### src/time_bucket_alert_merger_macros.svh
// assertion macros used by the rtl file tbam_ctrl
`ifndef TIME_BUCKET_ALERT_MERGER_MACROS_SVH
`define TIME_BUCKET_ALERT_MERGER_MACROS_SVH

// property that holds whenever reset is low
`define TBAM_ASSERT(label, prop, msg) \
  label: assert property (@(posedge clk) disable iff (rst) (prop)) else $error(msg);

// implication whose consequent is checked in the cycle after the antecedent
`define TBAM_ASSERT_NEXT(label, ante, cons, msg) \
  label: assert property (@(posedge clk) disable iff (rst) (ante) |=> (cons)) else $error(msg);

`endif

### src/tbam_pkg.sv
// ----------------------------------------------------------------------------
// tbam_pkg
// types, constants and helpers for the time bucket alert merger
// ----------------------------------------------------------------------------
package tbam_pkg;

  localparam int NUM_BUCKETS_DEF = 16;
  localparam int MAX_RESULTS = 16;
  localparam logic [31:0] BUCKET_LEN_RESET = 32'd50000;

  localparam logic OP_ALERT = 1'b0;
  localparam logic OP_TICK  = 1'b1;
  localparam logic KIND_MERGED = 1'b0;
  localparam logic KIND_DROP   = 1'b1;

  typedef struct packed {
    logic        operation;
    logic [39:0] time_us;
    logic [1:0]  decision_code;
    logic [15:0] prob_raw;
    logic [15:0] prob_cal;
    logic [31:0] latency_us;
    logic        escalate;
  } in_item_t;

  typedef struct packed {
    logic        kind;
    logic [39:0] bucket_id;
    logic [1:0]  merged_decision;
    logic [15:0] merged_prob_raw;
    logic [15:0] merged_prob_cal;
    logic [40:0] end_to_end_us;
    logic        merged_escalate;
    logic [39:0] winner_time_us;
    logic [15:0] bucket_size;
    logic        last;
  } out_item_t;

  typedef enum logic [3:0] {
    ST_IDLE, ST_DIV, ST_SCAN, ST_APPLY, ST_DROP, ST_FSCAN, ST_FEMIT, ST_FWAIT
  } state_t;

  // controller to datapath commands
  typedef struct packed {
    logic load;       // capture input item, reset scan
    logic div_step;   // one quotient bit
    logic scan_step;  // examine one slot
    logic scan_clr;   // restart slot scan
    logic apply;      // merge or allocate
    logic make_drop;  // build drop result
    logic make_emit;  // build merged result from best, free it
  } cmd_t;

  // datapath to controller status
  typedef struct packed {
    logic is_tick;
    logic div_done;
    logic scan_done;
    logic hit;
    logic has_free;
    logic has_best;
  } stat_t;

  // decision rank: unknown lowest
  function automatic logic [1:0] rank_of(input logic [1:0] code);
    return code + 2'd1;
  endfunction

endpackage

### src/tbam_ctrl.sv
// ----------------------------------------------------------------------------
// tbam_ctrl
// sequencer: divide, scan, merge or drop, and flush emit loop
// ----------------------------------------------------------------------------
`include "time_bucket_alert_merger_macros.svh"
module tbam_ctrl (
  input  logic            clk,
  input  logic            rst,
  input  logic            in_valid,
  output logic            in_ready,
  output logic            out_valid,
  input  logic            out_ready,
  input  tbam_pkg::stat_t stat,
  output tbam_pkg::cmd_t  cmd,
  output logic            out_last_sel
);
  import tbam_pkg::*;

  state_t state, state_next;
  logic [4:0] n_emit, n_emit_next;
  logic       ov, ov_next;

  // next state
  always_comb begin
    state_next = state;
    case (state)
      ST_IDLE:  if (in_valid) state_next = ST_DIV;
      ST_DIV:   if (stat.div_done) state_next = stat.is_tick ? ST_FSCAN : ST_SCAN;
      ST_SCAN:  if (stat.scan_done) begin
        if (stat.hit || stat.has_free) state_next = ST_APPLY;
        else state_next = ST_DROP;
      end
      ST_APPLY: state_next = ST_IDLE;
      ST_DROP:  state_next = ST_FWAIT;
      ST_FSCAN: if (stat.scan_done) begin
        if (stat.has_best && n_emit < 5'(MAX_RESULTS)) state_next = ST_FEMIT;
        else if (ov) state_next = ST_FWAIT;
        else state_next = ST_IDLE;
      end
      ST_FEMIT: if (!ov || out_ready) state_next = ST_FSCAN;
      ST_FWAIT: if (out_ready) state_next = ST_IDLE;
      default:  state_next = ST_IDLE;
    endcase
  end

  // one result is held back so last can be set on the final one
  always_comb begin
    n_emit_next = n_emit;
    ov_next = ov;
    if (state == ST_IDLE) n_emit_next = '0;
    if (ov && out_ready && (state == ST_FWAIT || state == ST_FEMIT)) ov_next = 1'b0;
    if (state == ST_DROP) ov_next = 1'b1;
    if (state == ST_FEMIT && (!ov || out_ready)) begin
      ov_next = 1'b1;
      n_emit_next = n_emit + 5'd1;
    end
  end

  // outputs
  always_comb begin
    cmd = '0;
    in_ready = (state == ST_IDLE);
    cmd.load = (state == ST_IDLE) && in_valid;
    cmd.div_step = (state == ST_DIV);
    cmd.scan_step = (state == ST_SCAN) || (state == ST_FSCAN);
    cmd.scan_clr = (state == ST_FEMIT) && (!ov || out_ready);
    cmd.apply = (state == ST_APPLY);
    cmd.make_drop = (state == ST_DROP);
    cmd.make_emit = cmd.scan_clr;
    // shown valid only when it is known whether another follows
    out_valid = ov && (state == ST_FWAIT || state == ST_FEMIT);
    // held result turns out to be the final one of the tick
    out_last_sel = (state == ST_FSCAN) && stat.scan_done && ov &&
                   !(stat.has_best && n_emit < 5'(MAX_RESULTS));
  end

  always_ff @(posedge clk) begin
    if (rst) begin
      state <= ST_IDLE;
      n_emit <= '0;
      ov <= 1'b0;
    end else begin
      state <= state_next;
      n_emit <= n_emit_next;
      ov <= ov_next;
    end
  end

  `TBAM_ASSERT(a_no_accept_busy, !(in_ready && out_valid), "input taken while result pending")
  `TBAM_ASSERT(a_emit_cap, n_emit <= 5'(MAX_RESULTS), "too many results")
  `TBAM_ASSERT_NEXT(a_drop_ov, state == ST_DROP, ov, "drop result lost")
endmodule

### src/tbam_dp.sv
// ----------------------------------------------------------------------------
// tbam_dp
// datapath: serial divider, slot table, scan unit and result register
// ----------------------------------------------------------------------------
module tbam_dp #(
  parameter int NUM_BUCKETS = tbam_pkg::NUM_BUCKETS_DEF
) (
  input  logic                clk,
  input  logic                rst,
  input  logic                cfg_we,
  input  logic [31:0]         cfg_data,
  input  tbam_pkg::in_item_t  in_item,
  input  tbam_pkg::cmd_t      cmd,
  input  logic                out_last_sel,
  output tbam_pkg::stat_t     stat,
  output tbam_pkg::out_item_t out_item
);
  import tbam_pkg::*;

  localparam int IW = $clog2(NUM_BUCKETS);
  localparam int CW = $clog2(NUM_BUCKETS + 1);

  logic [31:0] blen;
  in_item_t    cur;

  // divider
  logic [39:0] quo;
  logic [31:0] rem;
  logic [5:0]  dcnt;
  logic [32:0] rem_sh, rem_sub;
  logic [31:0] dlen;

  // slot table
  logic [NUM_BUCKETS-1:0] sv;
  logic [39:0] s_bucket [NUM_BUCKETS];
  logic [1:0]  s_dec    [NUM_BUCKETS];
  logic [15:0] s_pcal   [NUM_BUCKETS];
  logic [15:0] s_praw   [NUM_BUCKETS];
  logic [31:0] s_lat    [NUM_BUCKETS];
  logic [39:0] s_stamp  [NUM_BUCKETS];
  logic        s_esc    [NUM_BUCKETS];
  logic [15:0] s_cnt    [NUM_BUCKETS];

  // scan
  logic [CW-1:0] sc;
  logic [IW-1:0] si, hit_i, free_i, best_i;
  logic          hit, has_free, has_best;
  logic [41:0]   sum;
  logic          win;

  assign dlen = (blen == 32'd0) ? 32'd1 : blen;
  assign rem_sh = {rem, quo[39]};
  assign rem_sub = rem_sh - {1'b0, dlen};
  assign si = sc[IW-1:0];

  assign stat.is_tick = cur.operation == OP_TICK;
  assign stat.div_done = dcnt == 6'd40;
  assign stat.scan_done = sc == CW'(NUM_BUCKETS);
  assign stat.hit = hit;
  assign stat.has_free = has_free;
  assign stat.has_best = has_best;

  // config register
  always_ff @(posedge clk) begin
    if (rst) blen <= BUCKET_LEN_RESET;
    else if (cfg_we) blen <= cfg_data;
  end

  // restoring divider, quotient shifts in where the dividend shifts out
  always_ff @(posedge clk) begin
    if (cmd.load) begin
      cur <= in_item;
      quo <= in_item.time_us;
      rem <= '0;
      dcnt <= '0;
    end else if (cmd.div_step && dcnt != 6'd40) begin
      dcnt <= dcnt + 6'd1;
      if (!rem_sub[32]) begin
        rem <= rem_sub[31:0];
        quo <= {quo[38:0], 1'b1};
      end else begin
        rem <= rem_sh[31:0];
        quo <= {quo[38:0], 1'b0};
      end
    end
  end

  // slot scan: hit, lowest free slot, lowest due bucket
  always_ff @(posedge clk) begin
    if (cmd.load || cmd.scan_clr) begin
      sc <= '0;
      hit <= 1'b0;
      has_free <= 1'b0;
      has_best <= 1'b0;
    end else if (cmd.scan_step && !stat.scan_done) begin
      sc <= sc + CW'(1);
      if (sv[si]) begin
        if (!hit && s_bucket[si] == quo) begin
          hit <= 1'b1;
          hit_i <= si;
        end
        if (s_bucket[si] <= quo && (!has_best || s_bucket[si] < s_bucket[best_i])) begin
          has_best <= 1'b1;
          best_i <= si;
        end
      end else if (!has_free) begin
        has_free <= 1'b1;
        free_i <= si;
      end
    end
  end

  assign win = (rank_of(cur.decision_code) > rank_of(s_dec[hit_i])) ||
               (rank_of(cur.decision_code) == rank_of(s_dec[hit_i]) &&
                cur.prob_cal > s_pcal[hit_i]);

  // valid bits
  always_ff @(posedge clk) begin
    if (rst) sv <= '0;
    else if (cmd.apply && !hit) sv[free_i] <= 1'b1;
    else if (cmd.make_emit) sv[best_i] <= 1'b0;
  end

  // slot payload
  always_ff @(posedge clk) begin
    if (cmd.apply) begin
      if (hit) begin
        if (win) begin
          s_dec[hit_i] <= cur.decision_code;
          s_praw[hit_i] <= cur.prob_raw;
          s_pcal[hit_i] <= cur.prob_cal;
          s_lat[hit_i] <= cur.latency_us;
          s_stamp[hit_i] <= cur.time_us;
        end
        s_esc[hit_i] <= s_esc[hit_i] | cur.escalate;
        if (s_cnt[hit_i] != 16'hFFFF) s_cnt[hit_i] <= s_cnt[hit_i] + 16'd1;
      end else begin
        s_bucket[free_i] <= quo;
        s_dec[free_i] <= cur.decision_code;
        s_praw[free_i] <= cur.prob_raw;
        s_pcal[free_i] <= cur.prob_cal;
        s_lat[free_i] <= cur.latency_us;
        s_stamp[free_i] <= cur.time_us;
        s_esc[free_i] <= cur.escalate;
        s_cnt[free_i] <= 16'd1;
      end
    end
  end

  assign sum = {2'b0, cur.time_us} + {10'b0, s_lat[best_i]} - {2'b0, s_stamp[best_i]};

  // result register, last marked once the held result is known to be final
  always_ff @(posedge clk) begin
    if (cmd.make_drop) begin
      out_item.kind <= KIND_DROP;
      out_item.bucket_id <= quo;
      out_item.merged_decision <= cur.decision_code;
      out_item.merged_prob_raw <= cur.prob_raw;
      out_item.merged_prob_cal <= cur.prob_cal;
      out_item.end_to_end_us <= '0;
      out_item.merged_escalate <= cur.escalate;
      out_item.winner_time_us <= cur.time_us;
      out_item.bucket_size <= '0;
      out_item.last <= 1'b1;
    end else if (cmd.make_emit) begin
      out_item.kind <= KIND_MERGED;
      out_item.bucket_id <= s_bucket[best_i];
      out_item.merged_decision <= s_dec[best_i];
      out_item.merged_prob_raw <= s_praw[best_i];
      out_item.merged_prob_cal <= s_pcal[best_i];
      out_item.end_to_end_us <= sum[41] ? 41'd0 : sum[40:0];
      out_item.merged_escalate <= s_esc[best_i];
      out_item.winner_time_us <= s_stamp[best_i];
      out_item.bucket_size <= s_cnt[best_i];
      out_item.last <= 1'b0;
    end else if (out_last_sel) begin
      out_item.last <= 1'b1;
    end
  end
endmodule

### src/time_bucket_alert_merger.sv
// ----------------------------------------------------------------------------
// time_bucket_alert_merger
// merges alerts into time buckets and flushes due buckets on a tick
// ----------------------------------------------------------------------------
// usage:
//   in / in_valid / in_ready carry an alert (operation 0) or a flush tick
//   (operation 1); out / out_valid / out_ready carry result items.
//   the bucket length is written through cfg_we / cfg_data; the user must
//   write it only while idle, and the block itself does not enforce this.
// every item first runs a 40-step serial divide for its bucket id, then a
//   one-slot-per-cycle scan of NUM_BUCKETS slots; an alert that finds no
//   hit and no free slot offers a drop result when its scan is done.
// a tick scans once per emitted bucket and once more, with an emit step
//   between scans; it offers up to 16 items in ascending bucket order,
//   last on the final.
// the block takes one item at a time; in_ready is high only in idle.
// reset clears all slot valid bits and sets the bucket length to 50000.
// a stalled receiver holds the current result; the scan waits behind it.
// ----------------------------------------------------------------------------
module time_bucket_alert_merger #(
  parameter int NUM_BUCKETS = tbam_pkg::NUM_BUCKETS_DEF
) (
  input  logic                clk,
  input  logic                rst,
  input  logic                cfg_we,
  input  logic [31:0]         cfg_data,
  input  tbam_pkg::in_item_t  in,
  input  logic                in_valid,
  output logic                in_ready,
  output tbam_pkg::out_item_t out,
  output logic                out_valid,
  input  logic                out_ready
);
  import tbam_pkg::*;

  cmd_t  cmd;
  stat_t stat;
  logic  last_sel;

  tbam_ctrl u_ctrl (
    .clk, .rst, .in_valid, .in_ready, .out_valid, .out_ready,
    .stat, .cmd, .out_last_sel(last_sel)
  );

  tbam_dp #(.NUM_BUCKETS(NUM_BUCKETS)) u_dp (
    .clk, .rst, .cfg_we, .cfg_data, .in_item(in), .cmd,
    .out_last_sel(last_sel), .stat, .out_item(out)
  );
endmodule

### config.mk
export PLATFORM = sky130hd
export DESIGN_NAME = time_bucket_alert_merger
export DESIGN_NICKNAME = d
export VERILOG_FILES = /design/src/tbam_pkg.sv /design/src/tbam_ctrl.sv /design/src/tbam_dp.sv /design/src/time_bucket_alert_merger.sv
export VERILOG_INCLUDE_DIRS = /design/src /design/src/src
export SDC_FILE = /design/constraint.sdc
export NUM_CORES = 2
export LEC_CHECK = 0
export BUFFER_PORTS_ARGS = -buffer_cell sky130_fd_sc_hd__buf_2
export CAP_MARGIN = 10
export CORE_MARGIN = 5
export CORE_UTILIZATION = 37
export CTS_CLUSTER_SIZE = 40
export DETAILED_ROUTE_END_ITERATION = 10
export GPL_TIMING_DRIVEN = 1
export PLACE_DENSITY = 0.55
export SETUP_SLACK_MARGIN = 0.1
export SLEW_MARGIN = 5
export SYNTH_ARGS = -nofsm -noshare
export SYNTH_HDL_FRONTEND = slang
export SYNTH_HIERARCHICAL = 1
export SYNTH_SLANG_ARGS = --single-unit
### constraint.sdc
create_clock -name clk -period 18.3 [get_ports clk]
set_clock_uncertainty 0.1 [all_clocks]
set_input_delay 2.745 -clock clk [delete_from_list [all_inputs] [get_ports clk]]
set_output_delay 2.745 -clock clk [all_outputs]
set_load 0.01 [all_outputs]
; ---- Yosys cells after proc, flatten, opt, wreduce, memory -nomap -nowiden
; Memories as Yosys holds them, arrays and structs flattened. A register that Yosys moved wholly into a read port is not among the register bits.
; Cells that the tools add are included.
[word_totals]
register_bits = 438
mem_bits_rw = 2608
mem_count = 8
[mem_list]
columns = name, words, width, rd, rd_clocked_by_memory_dff, write_ports, line_no
row1 = u_dp.s_bucket, 16, 40, 2, 2, 1, tbam_dp.sv:35  ; logic [39:0] s_bucket [NUM_BUCKETS];
row2 = u_dp.s_stamp, 16, 40, 1, 1, 1, tbam_dp.sv:40  ; logic [39:0] s_stamp [NUM_BUCKETS];
row3 = u_dp.s_lat, 16, 32, 1, 1, 1, tbam_dp.sv:39  ; logic [31:0] s_lat [NUM_BUCKETS];
row4 = u_dp.s_cnt, 16, 16, 2, 2, 1, tbam_dp.sv:42  ; logic [15:0] s_cnt [NUM_BUCKETS];
row5 = u_dp.s_pcal, 16, 16, 2, 2, 1, tbam_dp.sv:37  ; logic [15:0] s_pcal [NUM_BUCKETS];
row6 = u_dp.s_praw, 16, 16, 1, 1, 1, tbam_dp.sv:38  ; logic [15:0] s_praw [NUM_BUCKETS];
row7 = +2 memories, n/a, n/a, n/a, n/a, n/a, n/a
[op_classes]
addsub = 9
n_lt_le_gt_ge = 10
n_eq_ne = 19
mux = 83
bitwise_logic = 7
reduce_logical = 51
[op_table]
columns = op, count
row1 = 173-bit two-way mux, 1
row2 = 172-bit two-way mux, 1
row3 = 40-bit two-way mux, 3
row4 = 4-bit two-way mux, 28
row5 = 32-bit two-way mux, 3
row6 = 16-bit two-way mux, 5
row7 = 16-bit OR reduction, 3
row8 = 42-bit by 40-bit subtractor with 42-bit output, 1
row9 = 40-bit by 32-bit adder with 41-bit output, 1
row10 = 41-bit two-way mux, 1
row11 = 40-bit equality test, 1
row12 = 40-bit <= comparator, 1
row13 = 40-bit less-than comparator, 1
row14 = 40-bit OR reduction, 1
row15 = 33-bit by 32-bit subtractor with 33-bit output, 1
row16 = 32-bit logical NOT, 1
row17 = 32-bit OR reduction, 1
row18 = 1-bit two-way mux, 31
row19 = 4-bit case mux with 7 select lines, 1
row20 = 1-bit logical AND, 17
row21 = "16-bit by 1-bit adder with 16-bit output, second input constant", 1
row22 = 16-bit bitwise AND, 1
row23 = "4-bit by 3-bit equality test with 1-bit output, second input constant", 4
row24 = 16-bit > comparator, 1
row25 = 36 further kinds, 69

; ---- Longest topological paths before layout
[depth]
word_depth = 9
ltp_mapped = 24
ltp_nobuf = 16

; ---- By module
; The synthesis kept the hierarchy.
[by_module_without_submodules]
columns = mod, instances, cells_each, area_each_um2, seq_area_each_um2
row1 = tbam_dp, 1, 6532, 130890.5, 89876.2
row2 = tbam_ctrl, 1, 88, 696.9, 180.2

; ---- Least setup slack after synthesis
; No wires, ideal clock.
[synth_timing]
path_kind = register to register
startpoint = register (tool-made name)
endpoint = memory u_dp.s_dec[11][0] (enable)
arrival_time_ns = 14.177
required_ns = 17.369
path_slack_ns = 3.192
path_stages_with_launch = 21
path_buffers = 7
synth_period_minus_slack_ns = 15.108
path_cell_list = dfxtp_1 > buf_2 > buf_4 > buf_2 > buf_2 > buf_2 > buf_2 > mux4_2 > mux4_2 > inv_1 > ha_1 > nor2b_1 > o21a_1 > o21a_1 > o21a_1 > o21a_1 > o21ai_0 > nand2b_1 > a31oi_1 > clkbuf_1 > nor4_1
[synth_lines]
columns = item, line_no
row1 = end: declaration, tbam_dp.sv:36  ; logic [1:0] s_dec [NUM_BUCKETS];

==> metrics.cfg <==
[run_status]
status=finished, final reports clean

[floorplanning]
start_util=0.3705
dieArea_sq_um=367700
die_h_um=606.4
ios=321
chipWidth_um=606.4
num_rows=219
core_sq_um=355100

[placed_design]
place_hpwl_um=217900
place_ws_ps=10180
io_buffers=320
post_dp_cell_area_sq_um=139200
globalplace.congestion=0.8075

[sta]
fin_setup_tns_ps=0
finalHoldViolations=0
setup_viol=0
drv_slew=0
rsz0062_at_grt=false
fin_ws_ps=10760
relSlewSlack=0.1572
fin_crit_sh=0.4120
fmax_ghz=0.1326
min_period_ps=7539
tightest_slew_ps=1259

[clock_network]
cts_sinks=3057
cts-htree-levels=5
cts_resized=0
cts.clk_slew.worst_paths_ps=60
cts_buffers=330
cts_max_path_buffers=4
ctsRootBufferMaster=clkbuf_16
holdBufCountCts=0
cts_tree=built
insertion_delay_ps=940
cts_setup_buffers=0

[final_layout]
multi_input_area_sq_um=39070
layout_commonest_cell=edfxtp_1
seqCellArea_sq_um=90100
area_growth_pct=13.86
mostFrequentLayoutCells=edfxtp_1, mux4_2, clkbuf_16, buf_2, inv_1
fin_area_sq_um=149800
fin_nets=7400
drive_gt1_frac=0.3055
fillers=31020

[job]
cap_violations=0

[global_routing]
gr-usage-all-layers=0.2024
first_global_vias=71800
grt_pass1_wl_um=536800
grt_max_degree=107
globalRouteOverflowTotal=0
antenna_found_initial=25

[power_and_ir_drop]
powerDensity_nw_per_um2=119.1
p_leak_nw=48.81
power_mw=17.85
ir_worst_vdd_mv=0.08118

[hold_path]
hp-class=register to register

[synthesis]
synthTopCellsByArea=edfxtp_1, mux4_2, dfxtp_1
syn_nets=6983
synthesis.area_sq_um=131600
yosysUniqueCellTypes=82
ys.flop_type=edfxtp_1
synth_edf_count=2883
yosysTopAreaCellShare=0.6579
seq_area_frac_synth=0.6844
ys_ff_latch=3057
ys.warnings.count=6
synth_area_leader_cell=edfxtp_1
async_flop_share=0
synth.avg_cell_area_sq_um=19.88
synthCells=6620

[route]
drt-initial-drc-count=7505
wire_per_inst_um=31.50
viasPerCell=5.755
postRouteAntennaNets=0
routed_wl_um=379900
first_pass_iters=5
num_vias=69410
drc=0

[worst_setup_path]
worstSetupPathType=register to register
worstPathCellList=buf_12 -> buf_4 -> mux4_2 -> mux4_2 -> fa_1 -> inv_1 -> ha_1 -> nand3_1 -> o211ai_1 -> a21o_1 -> a211o_1 -> a31oi_1 -> o31ai_1 -> nand3_1 -> a21boi_4 -> buf_16 -> a32o_1
start_kind=register
required_ps=19070
end_kind=register
crit_family=compound AO/OA/AOI/OAI gates
cp.buffers_inverters=4
crit_slowest_cell=buf_4
worst_ep_arrival_time_ps=8310
slowest_delay_ps=860
path_max_fanout=106

==> cell families (layout without fill, tap and decap cells) <==
logic type / Yosys count / after routing / share of synthesized area
compound gates: 658 / 658 / 0.03539
xor+xnor: 84 / 84 / 0.005591
fa+ha+maj: 218 / 218 / 0.02267
buf+inv: 688 / 1370 / 0.02073
flops: 3057 / 3057 / 0.6844
mux: 1263 / 1263 / 0.2083
other cells: 0 / 8 / 0
simple gates: 652 / 652 / 0.02297
==> stage by stage <==
step | util | hold slack [ps] | cells
after floorplan | - | 325.7 | 6620
after global placement | 0.3919 | 344.4 | 11450
after detailed placement | 0.3920 | 342.8 | 11460
after CTS | 0.4218 | 354.9 | 12050
after global routing | 0.4219 | 366.9 | 12060
final | 0.4219 | 354.2 | 12060
==> power breakdown <==
group          leakage (nW)  total, mW  switching [mW]  internal [mW]
sequential             27.6       9.10           0.626           8.47
clock                  5.16       6.58            2.75           3.83
combinational          16.1       2.16            1.40          0.770
total                  48.8       17.8            4.77           13.1
==> final timing paths <==
kind | from | endpoint | slack [ps] | cells after the start
worst max-delay path | register | u_dp/out_item[72]$_SDFFE_PP0P_ | 10760 | 17
worst min-delay path | u_dp/out_item[173]$_SDFFE_PP1P_ | u_dp/out_item[173]$_SDFFE_PP1P_ | 350 | 1
worst max register to register | register | u_dp/out_item[72]$_SDFFE_PP0P_ | 10760 | 17
worst min register to register | u_dp/out_item[173]$_SDFFE_PP1P_ | u_dp/out_item[173]$_SDFFE_PP1P_ | 350 | 1
==> sequential cells by signal, indices dropped and copies added (netlist names), 6 cells and up, named ones only <==
name           count
u_dp/blen         32
u_dp/cur         107
u_dp/dcnt          6
u_dp/out_item    174
u_dp/quo          40
u_dp/rem          32
u_dp/s_bucket    640
u_dp/s_cnt       256
u_dp/s_dec        32
u_dp/s_esc        16
u_dp/s_lat       512
u_dp/s_pcal      256
u_dp/s_praw      256
u_dp/s_stamp     640
u_dp/sv           16
==> cells in the mapped netlist, drive strengths merged, types with 31 or more instances <==
cell type and n:
clkbuf 248, nor3 34, nand4 34, a21oi 126, a211oi 40, dfxtp 174, nor4 31, buf 148
nor2 213, nand2 190, xor2 32, a21o 60, o21ai 118, a22o 148, inv 291, mux2i 66
edfxtp 2883, fa 34, xnor2 52, nand3 42, ha 184, mux4 1178
==> cell type report <==
class,instances,area share
flip-flops and latches,3057,0.6014
multi-input cells,2875,0.2608
clock buffers,423,0.05969
well taps,4751,0.03968
repair buffers,481,0.02011
clock inverters,174,0.01087
inverters,292,0.007349
diodes,8,0.0001336
==> worst reg2reg max path, stage by stage (launching register included) <==
cell and delay [ps]:
dfxtp_4 850, buf_12 670, buf_4 960, mux4_2 620, mux4_2 520, fa_1 500, inv_1 40, ha_1 370
nand3_1 130, o211ai_1 210, a21o_1 190, a211o_1 290, a31oi_1 210, o31ai_1 670, nand3_1 240, a21boi_4 570
buf_16 250, a32o_1 180
==> per-layer routing <==
layer  GRT usage  vias to the layer above  routed length [um]
met1      0.2807                    37750              157800
met5           0                        -                  21
li1            -                    28500                   -
met2      0.3336                     2647              185700
met4     0.05502                        4               11040
met3     0.03192                      509               25380
(Power assumes the default switching activity.)
